--- config.mk ---
export PLATFORM = sky130hd
export DESIGN_NAME = line_viewport_clipper
export DESIGN_NICKNAME = d
export VERILOG_FILES = /design/src/design/lvc_pkg.sv /design/src/design/lvc_muldiv.sv /design/src/design/line_viewport_clipper.sv
export SDC_FILE = /design/constraint.sdc
export NUM_CORES = 1
export LEC_CHECK = 0
export BUFFER_PORTS_ARGS = -buffer_cell sky130_fd_sc_hd__buf_2
export CAP_MARGIN = 30
export CORE_AREA = 4 4 224 226
export CTS_CLUSTER_DIAMETER = 150
export CTS_CLUSTER_SIZE = 14
export DETAILED_ROUTE_END_ITERATION = 8
export DIE_AREA = 0 0 228 230
export PLACE_DENSITY = 0.59
export SYNTH_ARGS = -nofsm -noshare
export SYNTH_HDL_FRONTEND = slang
export SYNTH_SLANG_ARGS = --single-unit
--- constraint.sdc ---
create_clock -name clk -period 4.49 [get_ports clk]
set_input_delay 0.898 -clock clk [delete_from_list [all_inputs] [get_ports clk]]
set_output_delay 0.898 -clock clk [all_outputs]
set_load 0.1 [all_outputs]
--- src/design/lvc_pkg.sv ---
`timescale 1ns / 1ps
// ----------------------------------------------------------------------------
// lvc_pkg: shared types and constants for the line viewport clipper
// Outcode bits, clip edge codes, sequencer states and register indexes.
// ----------------------------------------------------------------------------
package lvc_pkg;

  localparam int FRAME_BITS = 13;
  localparam int CLIP_BITS  = 12;

  // region outcode bits
  localparam logic [3:0] OC_LEFT   = 4'd1;
  localparam logic [3:0] OC_RIGHT  = 4'd2;
  localparam logic [3:0] OC_BOTTOM = 4'd4;
  localparam logic [3:0] OC_TOP    = 4'd8;

  localparam logic [3:0] CLIP_STEP_LIMIT = 4'd8;

  localparam logic [FRAME_BITS-1:0] VIEW_MAX      = 13'd4096;
  localparam logic [FRAME_BITS-1:0] RESET_WIDTH   = 13'd640;
  localparam logic [FRAME_BITS-1:0] RESET_HEIGHT  = 13'd480;

  // configuration register indexes
  localparam logic REG_FRAME_WIDTH  = 1'b0;
  localparam logic REG_FRAME_HEIGHT = 1'b1;

  typedef enum logic [1:0] {
    EDGE_TOP,
    EDGE_BOTTOM,
    EDGE_RIGHT,
    EDGE_LEFT
  } clip_edge_t;

  typedef enum logic [2:0] {
    ST_IDLE,
    ST_CODE,
    ST_SETUP,
    ST_WAIT,
    ST_DONE
  } lvc_state_t;

  typedef enum logic [2:0] {
    MD_IDLE,
    MD_PREP,
    MD_MUL,
    MD_DIV,
    MD_DONE
  } md_state_t;

endpackage

--- src/design/lvc_muldiv.sv ---
`timescale 1ns / 1ps
// ----------------------------------------------------------------------------
// lvc_muldiv: iterative signed a * n / d
// One shared adder does shift-add multiply, then restoring division,
// quotient truncated toward zero, zero divisor gives zero.
// ----------------------------------------------------------------------------
module lvc_muldiv import lvc_pkg::*; #(
  parameter int DATA_BITS = 17
) (
  input  logic                        clk,
  input  logic                        rst,
  input  logic                        start,
  input  logic signed [DATA_BITS-1:0] mul_a,
  input  logic signed [DATA_BITS-1:0] mul_n,
  input  logic signed [DATA_BITS-1:0] div_d,
  output logic                        done,
  output logic signed [DATA_BITS-1:0] quot
);

  localparam int CW = $clog2(DATA_BITS);

  md_state_t state, state_next;

  logic [DATA_BITS-1:0] ua, ud, hi, lo;
  logic                 neg, dz;
  logic [CW-1:0]        cnt;

  logic [DATA_BITS+1:0] op_x, op_y, sum;
  logic                 is_mul, fits;

  // shared adder: add multiplicand in multiply, subtract divisor in divide
  always_comb begin
    is_mul = (state == MD_MUL);
    if (is_mul) begin
      op_x = {2'b00, hi};
      op_y = lo[0] ? {2'b00, ua} : '0;
    end else begin
      op_x = {1'b0, hi, lo[DATA_BITS-1]};
      op_y = ~{2'b00, ud};
    end
    sum  = op_x + op_y + {{(DATA_BITS+1){1'b0}}, ~is_mul};
    fits = ~sum[DATA_BITS+1];
  end

  always_ff @(posedge clk) begin
    if (rst) begin
      state <= MD_IDLE;
    end else begin
      state <= state_next;
    end
  end

  always_ff @(posedge clk) begin
    case (state)
      MD_IDLE: begin
        if (start) begin
          ua  <= mul_a;
          lo  <= mul_n;
          ud  <= div_d;
          neg <= mul_a[DATA_BITS-1] ^ mul_n[DATA_BITS-1] ^ div_d[DATA_BITS-1];
        end
      end
      MD_PREP: begin
        ua  <= ua[DATA_BITS-1] ? -ua : ua;
        lo  <= lo[DATA_BITS-1] ? -lo : lo;
        ud  <= ud[DATA_BITS-1] ? -ud : ud;
        dz  <= (ud == '0);
        hi  <= '0;
        cnt <= CW'(DATA_BITS - 1);
      end
      MD_MUL: begin
        hi  <= sum[DATA_BITS:1];
        lo  <= {sum[0], lo[DATA_BITS-1:1]};
        cnt <= (cnt == '0) ? CW'(DATA_BITS - 1) : cnt - 1'b1;
      end
      MD_DIV: begin
        hi  <= fits ? sum[DATA_BITS-1:0] : {hi[DATA_BITS-2:0], lo[DATA_BITS-1]};
        lo  <= {lo[DATA_BITS-2:0], fits};
        cnt <= cnt - 1'b1;
      end
      default: begin
      end
    endcase
  end

  always_comb begin
    state_next = state;
    case (state)
      MD_IDLE: if (start) state_next = MD_PREP;
      MD_PREP: state_next = MD_MUL;
      MD_MUL:  if (cnt == '0) state_next = MD_DIV;
      MD_DIV:  if (cnt == '0) state_next = MD_DONE;
      MD_DONE: state_next = MD_IDLE;
      default: state_next = MD_IDLE;
    endcase
  end

  always_comb begin
    done = (state == MD_DONE);
    if (dz) begin
      quot = '0;
    end else if (neg) begin
      quot = -signed'(lo);
    end else begin
      quot = signed'(lo);
    end
  end

endmodule

--- src/design/line_viewport_clipper.sv ---
`timescale 1ns / 1ps
// ----------------------------------------------------------------------------
// line_viewport_clipper: Cohen-Sutherland clipping of one segment
// Clips a segment with signed endpoints to the viewport 0..width-1 by
// 0..height-1 and returns an accept flag with the clipped endpoints.
// ----------------------------------------------------------------------------
// One segment is handled at a time. Each edge move passes through the code,
// setup and wait states, and a segment needs at most four moves in practice
// and at most eight, after which it is rejected unless both endpoints then
// lie inside. The wait lasts until the shared multiply/divide unit is done;
// it spends one cycle per bit of the (COORD_BITS + 1)-bit product half and
// of the quotient. The result sits in an output register, so the next
// segment can be taken while it waits.
// Zero width or height rejects every segment; sizes above 4096 act as 4096.
// Intersections truncate toward zero. Rejected results carry zero
// coordinates. Configuration writes are always taken (cfg_ready is tied high).
module line_viewport_clipper import lvc_pkg::*; #(
  parameter int COORD_BITS = 16
) (
  input  logic                         clk,
  input  logic                         rst,
  // segment input
  input  logic                         in_valid,
  output logic                         in_ready,
  input  logic signed [COORD_BITS-1:0] start_x,
  input  logic signed [COORD_BITS-1:0] start_y,
  input  logic signed [COORD_BITS-1:0] end_x,
  input  logic signed [COORD_BITS-1:0] end_y,
  // clipped result
  output logic                         out_valid,
  input  logic                         out_ready,
  output logic                         accepted,
  output logic [CLIP_BITS-1:0]         clip_start_x,
  output logic [CLIP_BITS-1:0]         clip_start_y,
  output logic [CLIP_BITS-1:0]         clip_end_x,
  output logic [CLIP_BITS-1:0]         clip_end_y,
  // configuration writes
  input  logic                         cfg_valid,
  output logic                         cfg_ready,
  input  logic                         cfg_index,
  input  logic [FRAME_BITS-1:0]        cfg_data
);

  localparam int DW  = COORD_BITS + 1;
  localparam int PAD = COORD_BITS - CLIP_BITS;

  lvc_state_t state, state_next;

  // configuration registers
  logic [FRAME_BITS-1:0] frame_width, frame_height;

  // working segment and viewport limits latched per segment
  logic signed [COORD_BITS-1:0] sx, sy, ex, ey;
  logic [CLIP_BITS-1:0]         xmax, ymax;
  logic                         view_empty;
  logic [3:0]                   steps;
  logic                         sel_start;
  clip_edge_t                   clip_edge, clip_edge_next;

  // handshake and sequencer controls
  logic in_xfer, out_xfer, load_out, md_start, md_done;
  logic settled, seg_accept;

  // viewport size after saturation
  logic [FRAME_BITS-1:0] w_sat, h_sat, w_m1, h_m1;

  // outcodes and operands
  logic [3:0]                   c0, c1, code_sel;
  logic signed [COORD_BITS-1:0] xmax_c, ymax_c;
  logic signed [DW-1:0]         sx_w, sy_w, ex_w, ey_w, xmax_w, ymax_w, dx, dy;
  logic signed [DW-1:0]         op_a, op_n, op_d, md_quot;
  logic signed [DW-1:0]         base_sum;
  logic signed [COORD_BITS-1:0] new_x, new_y;

  function automatic logic [3:0] outcode(
    input logic signed [COORD_BITS-1:0] x,
    input logic signed [COORD_BITS-1:0] y,
    input logic signed [COORD_BITS-1:0] xm,
    input logic signed [COORD_BITS-1:0] ym
  );
    logic [3:0] c;
    c = '0;
    if (x < 0) begin
      c = c | OC_LEFT;
    end else if (x > xm) begin
      c = c | OC_RIGHT;
    end
    if (y < 0) begin
      c = c | OC_BOTTOM;
    end else if (y > ym) begin
      c = c | OC_TOP;
    end
    return c;
  endfunction

  assign in_xfer  = in_valid & in_ready;
  assign out_xfer = out_valid & out_ready;

  // ---------------------------------------------------------------------------
  // configuration port
  // ---------------------------------------------------------------------------
  assign cfg_ready = 1'b1;

  always_ff @(posedge clk) begin
    if (rst) begin
      frame_width  <= RESET_WIDTH;
      frame_height <= RESET_HEIGHT;
    end else if (cfg_valid && cfg_ready) begin
      case (cfg_index)
        REG_FRAME_WIDTH:  frame_width  <= cfg_data;
        REG_FRAME_HEIGHT: frame_height <= cfg_data;
        default: begin
        end
      endcase
    end
  end

  always_comb begin
    w_sat = (frame_width > VIEW_MAX) ? VIEW_MAX : frame_width;
    h_sat = (frame_height > VIEW_MAX) ? VIEW_MAX : frame_height;
    w_m1  = w_sat - FRAME_BITS'(1);
    h_m1  = h_sat - FRAME_BITS'(1);
  end

  // ---------------------------------------------------------------------------
  // outcodes, differences and intersection operands
  // ---------------------------------------------------------------------------
  always_comb begin
    xmax_c = signed'({{PAD{1'b0}}, xmax});
    ymax_c = signed'({{PAD{1'b0}}, ymax});
    xmax_w = signed'({{(PAD + 1){1'b0}}, xmax});
    ymax_w = signed'({{(PAD + 1){1'b0}}, ymax});
    sx_w   = DW'(sx);
    sy_w   = DW'(sy);
    ex_w   = DW'(ex);
    ey_w   = DW'(ey);
    dx     = ex_w - sx_w;
    dy     = ey_w - sy_w;
    c0     = outcode(sx, sy, xmax_c, ymax_c);
    c1     = outcode(ex, ey, xmax_c, ymax_c);

    // both inside, or trivially outside, or out of moves, or empty view
    settled    = view_empty || ((c0 | c1) == 4'd0) || ((c0 & c1) != 4'd0)
                 || (steps >= CLIP_STEP_LIMIT);
    seg_accept = !view_empty && ((c0 | c1) == 4'd0);

    // first outside endpoint picks the edge: top, bottom, right, left
    code_sel = (c0 != 4'd0) ? c0 : c1;
    if ((code_sel & OC_TOP) != 4'd0) begin
      clip_edge_next = EDGE_TOP;
    end else if ((code_sel & OC_BOTTOM) != 4'd0) begin
      clip_edge_next = EDGE_BOTTOM;
    end else if ((code_sel & OC_RIGHT) != 4'd0) begin
      clip_edge_next = EDGE_RIGHT;
    end else begin
      clip_edge_next = EDGE_LEFT;
    end
  end

  // other = s_other + trunc(d_other * (edge - s_this) / d_this)
  always_comb begin
    case (clip_edge)
      EDGE_TOP: begin
        op_a = dx;
        op_n = ymax_w - sy_w;
        op_d = dy;
      end
      EDGE_BOTTOM: begin
        op_a = dx;
        op_n = -sy_w;
        op_d = dy;
      end
      EDGE_RIGHT: begin
        op_a = dy;
        op_n = xmax_w - sx_w;
        op_d = dx;
      end
      default: begin
        op_a = dy;
        op_n = -sx_w;
        op_d = dx;
      end
    endcase
  end

  lvc_muldiv #(
    .DATA_BITS (DW)
  ) u_muldiv (
    .clk   (clk),
    .rst   (rst),
    .start (md_start),
    .mul_a (op_a),
    .mul_n (op_n),
    .div_d (op_d),
    .done  (md_done),
    .quot  (md_quot)
  );

  // new endpoint: one coordinate on the edge, the other from the quotient
  always_comb begin
    if (clip_edge == EDGE_TOP || clip_edge == EDGE_BOTTOM) begin
      base_sum = sx_w + md_quot;
      new_x    = base_sum[COORD_BITS-1:0];
      new_y    = (clip_edge == EDGE_TOP) ? ymax_c : '0;
    end else begin
      base_sum = sy_w + md_quot;
      new_y    = base_sum[COORD_BITS-1:0];
      new_x    = (clip_edge == EDGE_RIGHT) ? xmax_c : '0;
    end
  end

  // ---------------------------------------------------------------------------
  // sequencer
  // ---------------------------------------------------------------------------
  always_ff @(posedge clk) begin
    if (rst) begin
      state <= ST_IDLE;
    end else begin
      state <= state_next;
    end
  end

  always_comb begin
    state_next = state;
    case (state)
      ST_IDLE:  if (in_xfer) state_next = ST_CODE;
      ST_CODE:  state_next = settled ? ST_DONE : ST_SETUP;
      ST_SETUP: state_next = ST_WAIT;
      ST_WAIT:  if (md_done) state_next = ST_CODE;
      ST_DONE:  if (!out_valid || out_ready) state_next = ST_IDLE;
      default:  state_next = ST_IDLE;
    endcase
  end

  always_comb begin
    in_ready = (state == ST_IDLE);
    md_start = (state == ST_SETUP);
    load_out = (state == ST_DONE) && (!out_valid || out_ready);
  end

  // working registers
  always_ff @(posedge clk) begin
    if (in_xfer) begin
      sx         <= start_x;
      sy         <= start_y;
      ex         <= end_x;
      ey         <= end_y;
      xmax       <= w_m1[CLIP_BITS-1:0];
      ymax       <= h_m1[CLIP_BITS-1:0];
      view_empty <= (frame_width == '0) || (frame_height == '0);
      steps      <= '0;
    end else if (state == ST_CODE) begin
      sel_start <= (c0 != 4'd0);
      clip_edge <= clip_edge_next;
    end else if (state == ST_WAIT && md_done) begin
      steps <= steps + 4'd1;
      if (sel_start) begin
        sx <= new_x;
        sy <= new_y;
      end else begin
        ex <= new_x;
        ey <= new_y;
      end
    end
  end

  // output register
  always_ff @(posedge clk) begin
    if (rst) begin
      out_valid <= 1'b0;
    end else if (load_out) begin
      out_valid <= 1'b1;
    end else if (out_xfer) begin
      out_valid <= 1'b0;
    end
  end

  always_ff @(posedge clk) begin
    if (load_out) begin
      accepted     <= seg_accept;
      clip_start_x <= seg_accept ? sx[CLIP_BITS-1:0] : '0;
      clip_start_y <= seg_accept ? sy[CLIP_BITS-1:0] : '0;
      clip_end_x   <= seg_accept ? ex[CLIP_BITS-1:0] : '0;
      clip_end_y   <= seg_accept ? ey[CLIP_BITS-1:0] : '0;
    end
  end

`ifndef SYNTHESIS
  // a rejected segment reports all coordinates as zero
  a_reject_zero: assert property (@(posedge clk) disable iff (rst)
    out_valid && !accepted |-> (clip_start_x == '0) && (clip_start_y == '0)
      && (clip_end_x == '0) && (clip_end_y == '0))
    else $error("rejected result with nonzero coordinates");

  // the move count never passes the limit
  a_step_limit: assert property (@(posedge clk) disable iff (rst)
    state != ST_IDLE |-> steps <= CLIP_STEP_LIMIT)
    else $error("clip move count above limit");

  // a start moved to the top edge lands on the top row
  a_top_move: assert property (@(posedge clk) disable iff (rst)
    state == ST_WAIT && md_done && clip_edge == EDGE_TOP && sel_start
      |=> sy == ymax_c)
    else $error("top edge move missed the edge");

  // the divide unit finishes only while the sequencer waits on it
  a_done_wait: assert property (@(posedge clk) disable iff (rst)
    md_done |-> state == ST_WAIT)
    else $error("divide result outside wait state");
`endif

endmodule
==> metrics.md <==
| Metric | Value |
|---|---|
| Status | `completed` |
| Synth top area share | `34.0%` |
| Crit-path cells | `inv_1 > ha_1 > or3b_1 > or3_1 > or3_4 > buf_4 > nand2_1 > xnor2_1 > nor2_1 > ha_1 > a21oi_1 > buf_4 > o21ai_0 > a41oi_1 > a21oi_1 > xnor2_1 > o21ai_0` |
| Ranking of synthesized cells by area | `edfxtp_1, ha_1, xnor2_1` |
| Clock skew | `0.0182 ns` |
| Area leader, netlist | `edfxtp_1` |
| IO Pins | `135` |
| CP Capture Type | `register` |
| Hold Path Class | `reg -> reg` |
| Routed via count | `16900` |
| Top_reg_cell synth | `edfxtp_1` |
| First-pass GRT wire length | `99700 microns` |
| Clock Sinks | `253` |
| Peak supply drop | `239 uV` |
| Vias in the first global route | `16700` |
| Diode count | `0` |
| Syn Inst Count | `2134` |
| Die width | `228 microns` |
| Period Utilization, post-route | `98.5%` |
| RSZ-0062 raised after global routing | `true` |
| Worst path max stage delay | `0.43 ns` |
| Area delta synth->final | `12.4%` |
| Critical-path top delay cell | `o21ai_0` |
| Leak | `8.50 nW` |
| Post-synth cell types | `82` |
| Die Ht | `230 microns` |
| Max Fclk | `226 MHz` |
| Reg2reg setup slack | `0.07 ns` |
| Most frequent cells in the layout | `nand2_1, edfxtp_1, nor2_1, a21oi_1, ha_1` |
| Sequential share of the synthesized area | `37.9%` |
| Crit path time final | `4.42 ns` |
| Initial DRC Count | `1655` |
| Die ar. | `52400 sq um` |
| # Max-Cap Violations | `0` |
| Final setup violation count | `0` |
| Initial DRT Pass Iterations | `6` |
| Slew Limit Fails | `0` |
| Synth Cell Area | `19100 sq um` |
| Detail Placement HPWL | `51200 microns` |
| Commonest non-fill, non-tap cell in the layout | `nand2_1` |
| Drt total wl | `65000 microns` |
| CP Launch Type | `register` |
| Total internal power | `5.20 mW` |
| WL/cell | `22.4 microns` |
| Starting Density | `39.4%` |
| Num rows | `81` |
| Worst-Skew Late Latency | `0.54 ns` |
| Routed vias/inst | `5.82` |
| Worst Tran Pin Value | `0.877 ns` |
| Reg clk slew, reported paths | `0.07 ns` |
| Largest net degree at the start of global routing | `59` |
| Rel. slew slack | `41.3%` |
| Maximum level of the CTS H-tree | `1` |
| Seq cells post-synth | `253` |
| Final GP Congestion | `1.01` |
| Sequential Power Share | `37.1%` |
| Tot Pwr | `8.59 mW` |
| Clk root buf | `clkbuf_16` |
| Syn avg cell area | `8.93 sq um` |
| Core area | `48300 sq um` |
| Required time of the critical path | `4.77 ns` |
| Global route overflow | `0` |
| Clock share of power | `21.9%` |
| Cts bufs inserted | `22` |
| Final hold vios | `0` |
| PortBufs | `133` |
| Switching Fraction | `39.4%` |
| CTS tree | `built` |
| Crit Path Max Fanout | `4` |
| Post-synth net total | `2367` |
| P_sw | `3.38 mW` |
| Pwr dens | `401 nW/um^2` |
| EDFF count, synth | `216` |
| Synthesis Warnings | `0` |
| Fraction of registers with async set/reset | `0%` |
| Comb power frac | `41.0%` |
| Setup TNS | `0 ns` |
| DRC | `0` |
| Initial antenna violation count | `1` |
| Final #Nets | `2504` |
| Routed Antenna Nets | `0` |
| Share of cells above drive strength 1 | `12.2%` |
| Max clock buf depth | `3` |
| Critical Setup Path Class | `reg -> reg` |
| Crit path arrival time | `4.70 ns` |
| Total GRT Usage | `24.3%` |
## routing by layer
metal | wire, microns | share of wire [%] | up-vias | global-route usage, %
met2 | 28500 | 44 | 675 | 38.4
met3 | 4790 | 7.4 | 100 | 3.17
met5 | 0 | 0 | - | 0
li1 | - | - | 8061 | -
met1 | 29400 | 45 | 8082 | 34.6
met4 | 2320 | 3.6 | 0 | 7.67
## worst max-delay path: cells and delay by family, from the launching register on
family,cells,cell delay [ns]
flip-flops,1,0.38
adder cells (fa/ha/maj),2,0.51
XOR/XNOR,2,0.25
AND/OR/NAND/NOR,5,1.44
buffers and inverters,3,0.41
AO/OA/AOI/OAI,5,1.16
## registers in the layout, indices dropped and copies added (netlist names), 5 cells and up
register	flops
u_muldiv.lo	17
sy	16
u_muldiv.ua	17
clip_end_x	12
frame_height	13
clip_start_x	12
clip_start_y	12
frame_width	13
u_muldiv.cnt	5
u_muldiv.ud	17
clip_end_y	12
u_muldiv.hi	17
sx	16
ymax	12
ey	16
ex	16
xmax	12
## power by group through the flow
stage	logic (mW)	registers (mW)	clock network, mW
3_3_place_gp	3.41	3.23	0
2_1_floorplan	2.31	3.20	0
5_1_grt	3.84	3.21	2.01
3_5_place_dp	3.45	3.23	0
4_1_cts	3.47	3.18	1.93
6_report	3.52	3.19	1.88
## cell usage after synthesis, types with 7 or more instances
library cell	n
ha_1	142
buf_1	17
xnor2_1	121
nand2b_1	25
or2_2	12
xor2_1	48
and2_1	28
o211ai_1	16
o22ai_1	18
fa_1	8
clkbuf_1	58
nor4_1	24
nor2_1	203
nand4_1	18
o221ai_1	7
edfxtp_1	216
o31ai_1	9
and3_1	11
a211oi_1	20
inv_1	121
nand3_1	28
nor3_1	85
nor2b_1	21
a221oi_1	12
a2111oi_0	12
nand3b_1	14
dfxtp_1	37
o21a_1	41
or4_1	13
o31a_1	9
a221o_1	8
o21ai_0	101
nand2_1	253
or3_1	19
o21bai_1	9
mux2i_1	37
a31oi_1	14
a21o_1	17
buf_2	12
a21oi_1	166
## layout make-up
cell class,instances,area [sq um]
tap,622,778
sequential,253,7230
inverter,124,465
fill,4732,26900
timing repair buffer,202,1200
clock inverter,1,16.3
clock buffer,39,636
multi-input combinational,1668,11100
## cell families (layout without fill, tap and decap cells)
kind of cell    count (synthesis)  after routing  synth area share, %
fa+ha+maj                     150            150                 10.2
simple gates                  771            771                 19.0
xor+xnor                      169            169                 7.77
mux                            46             46                 2.77
flops                         253            253                 37.9
compound gates                531            531                 18.1
other cells                     1              1               0.0197
buf+inv                       213            366                 4.33
## through the flow
step                instance area, sq um  hold slack [ns]  worst slack, ns  cells  utilization (%)
floorplan                          19100            0.446            0.112   2134                -
finish                             21400            0.474           0.0675   2909             44.3
CTS                                21400            0.480           0.0885   2908             44.2
detailed placement                 20700            0.471           0.0318   2868             42.8
global route                       21400            0.506           -0.102   2909             44.3
global placement                   20700            0.464           0.0376   2865             42.8
## timing repair
action / 4_1_cts / 5_1_grt
gates cloned: 0 / 0
resized for setup: 1 / 8
hold buffers: 0 / 0
endpoints found under the setup margin: 2 / 20
setup buffers: 0 / 1
pin swaps: 0 / 3
## final timing paths
| kind | from | to | cells after the start |
|---|---|---|---|
| hold / removal | frame_height[11] | frame_height[11] | 2 |
| hold reg to reg | frame_height[11] | frame_height[11] | 2 |
| setup reg to reg | u_muldiv.lo[0] | ex[14] | 17 |
| setup / recovery | u_muldiv.lo[0] | ex[14] | 17 |
No activity file was read; power rests on OpenSTA's default activity.
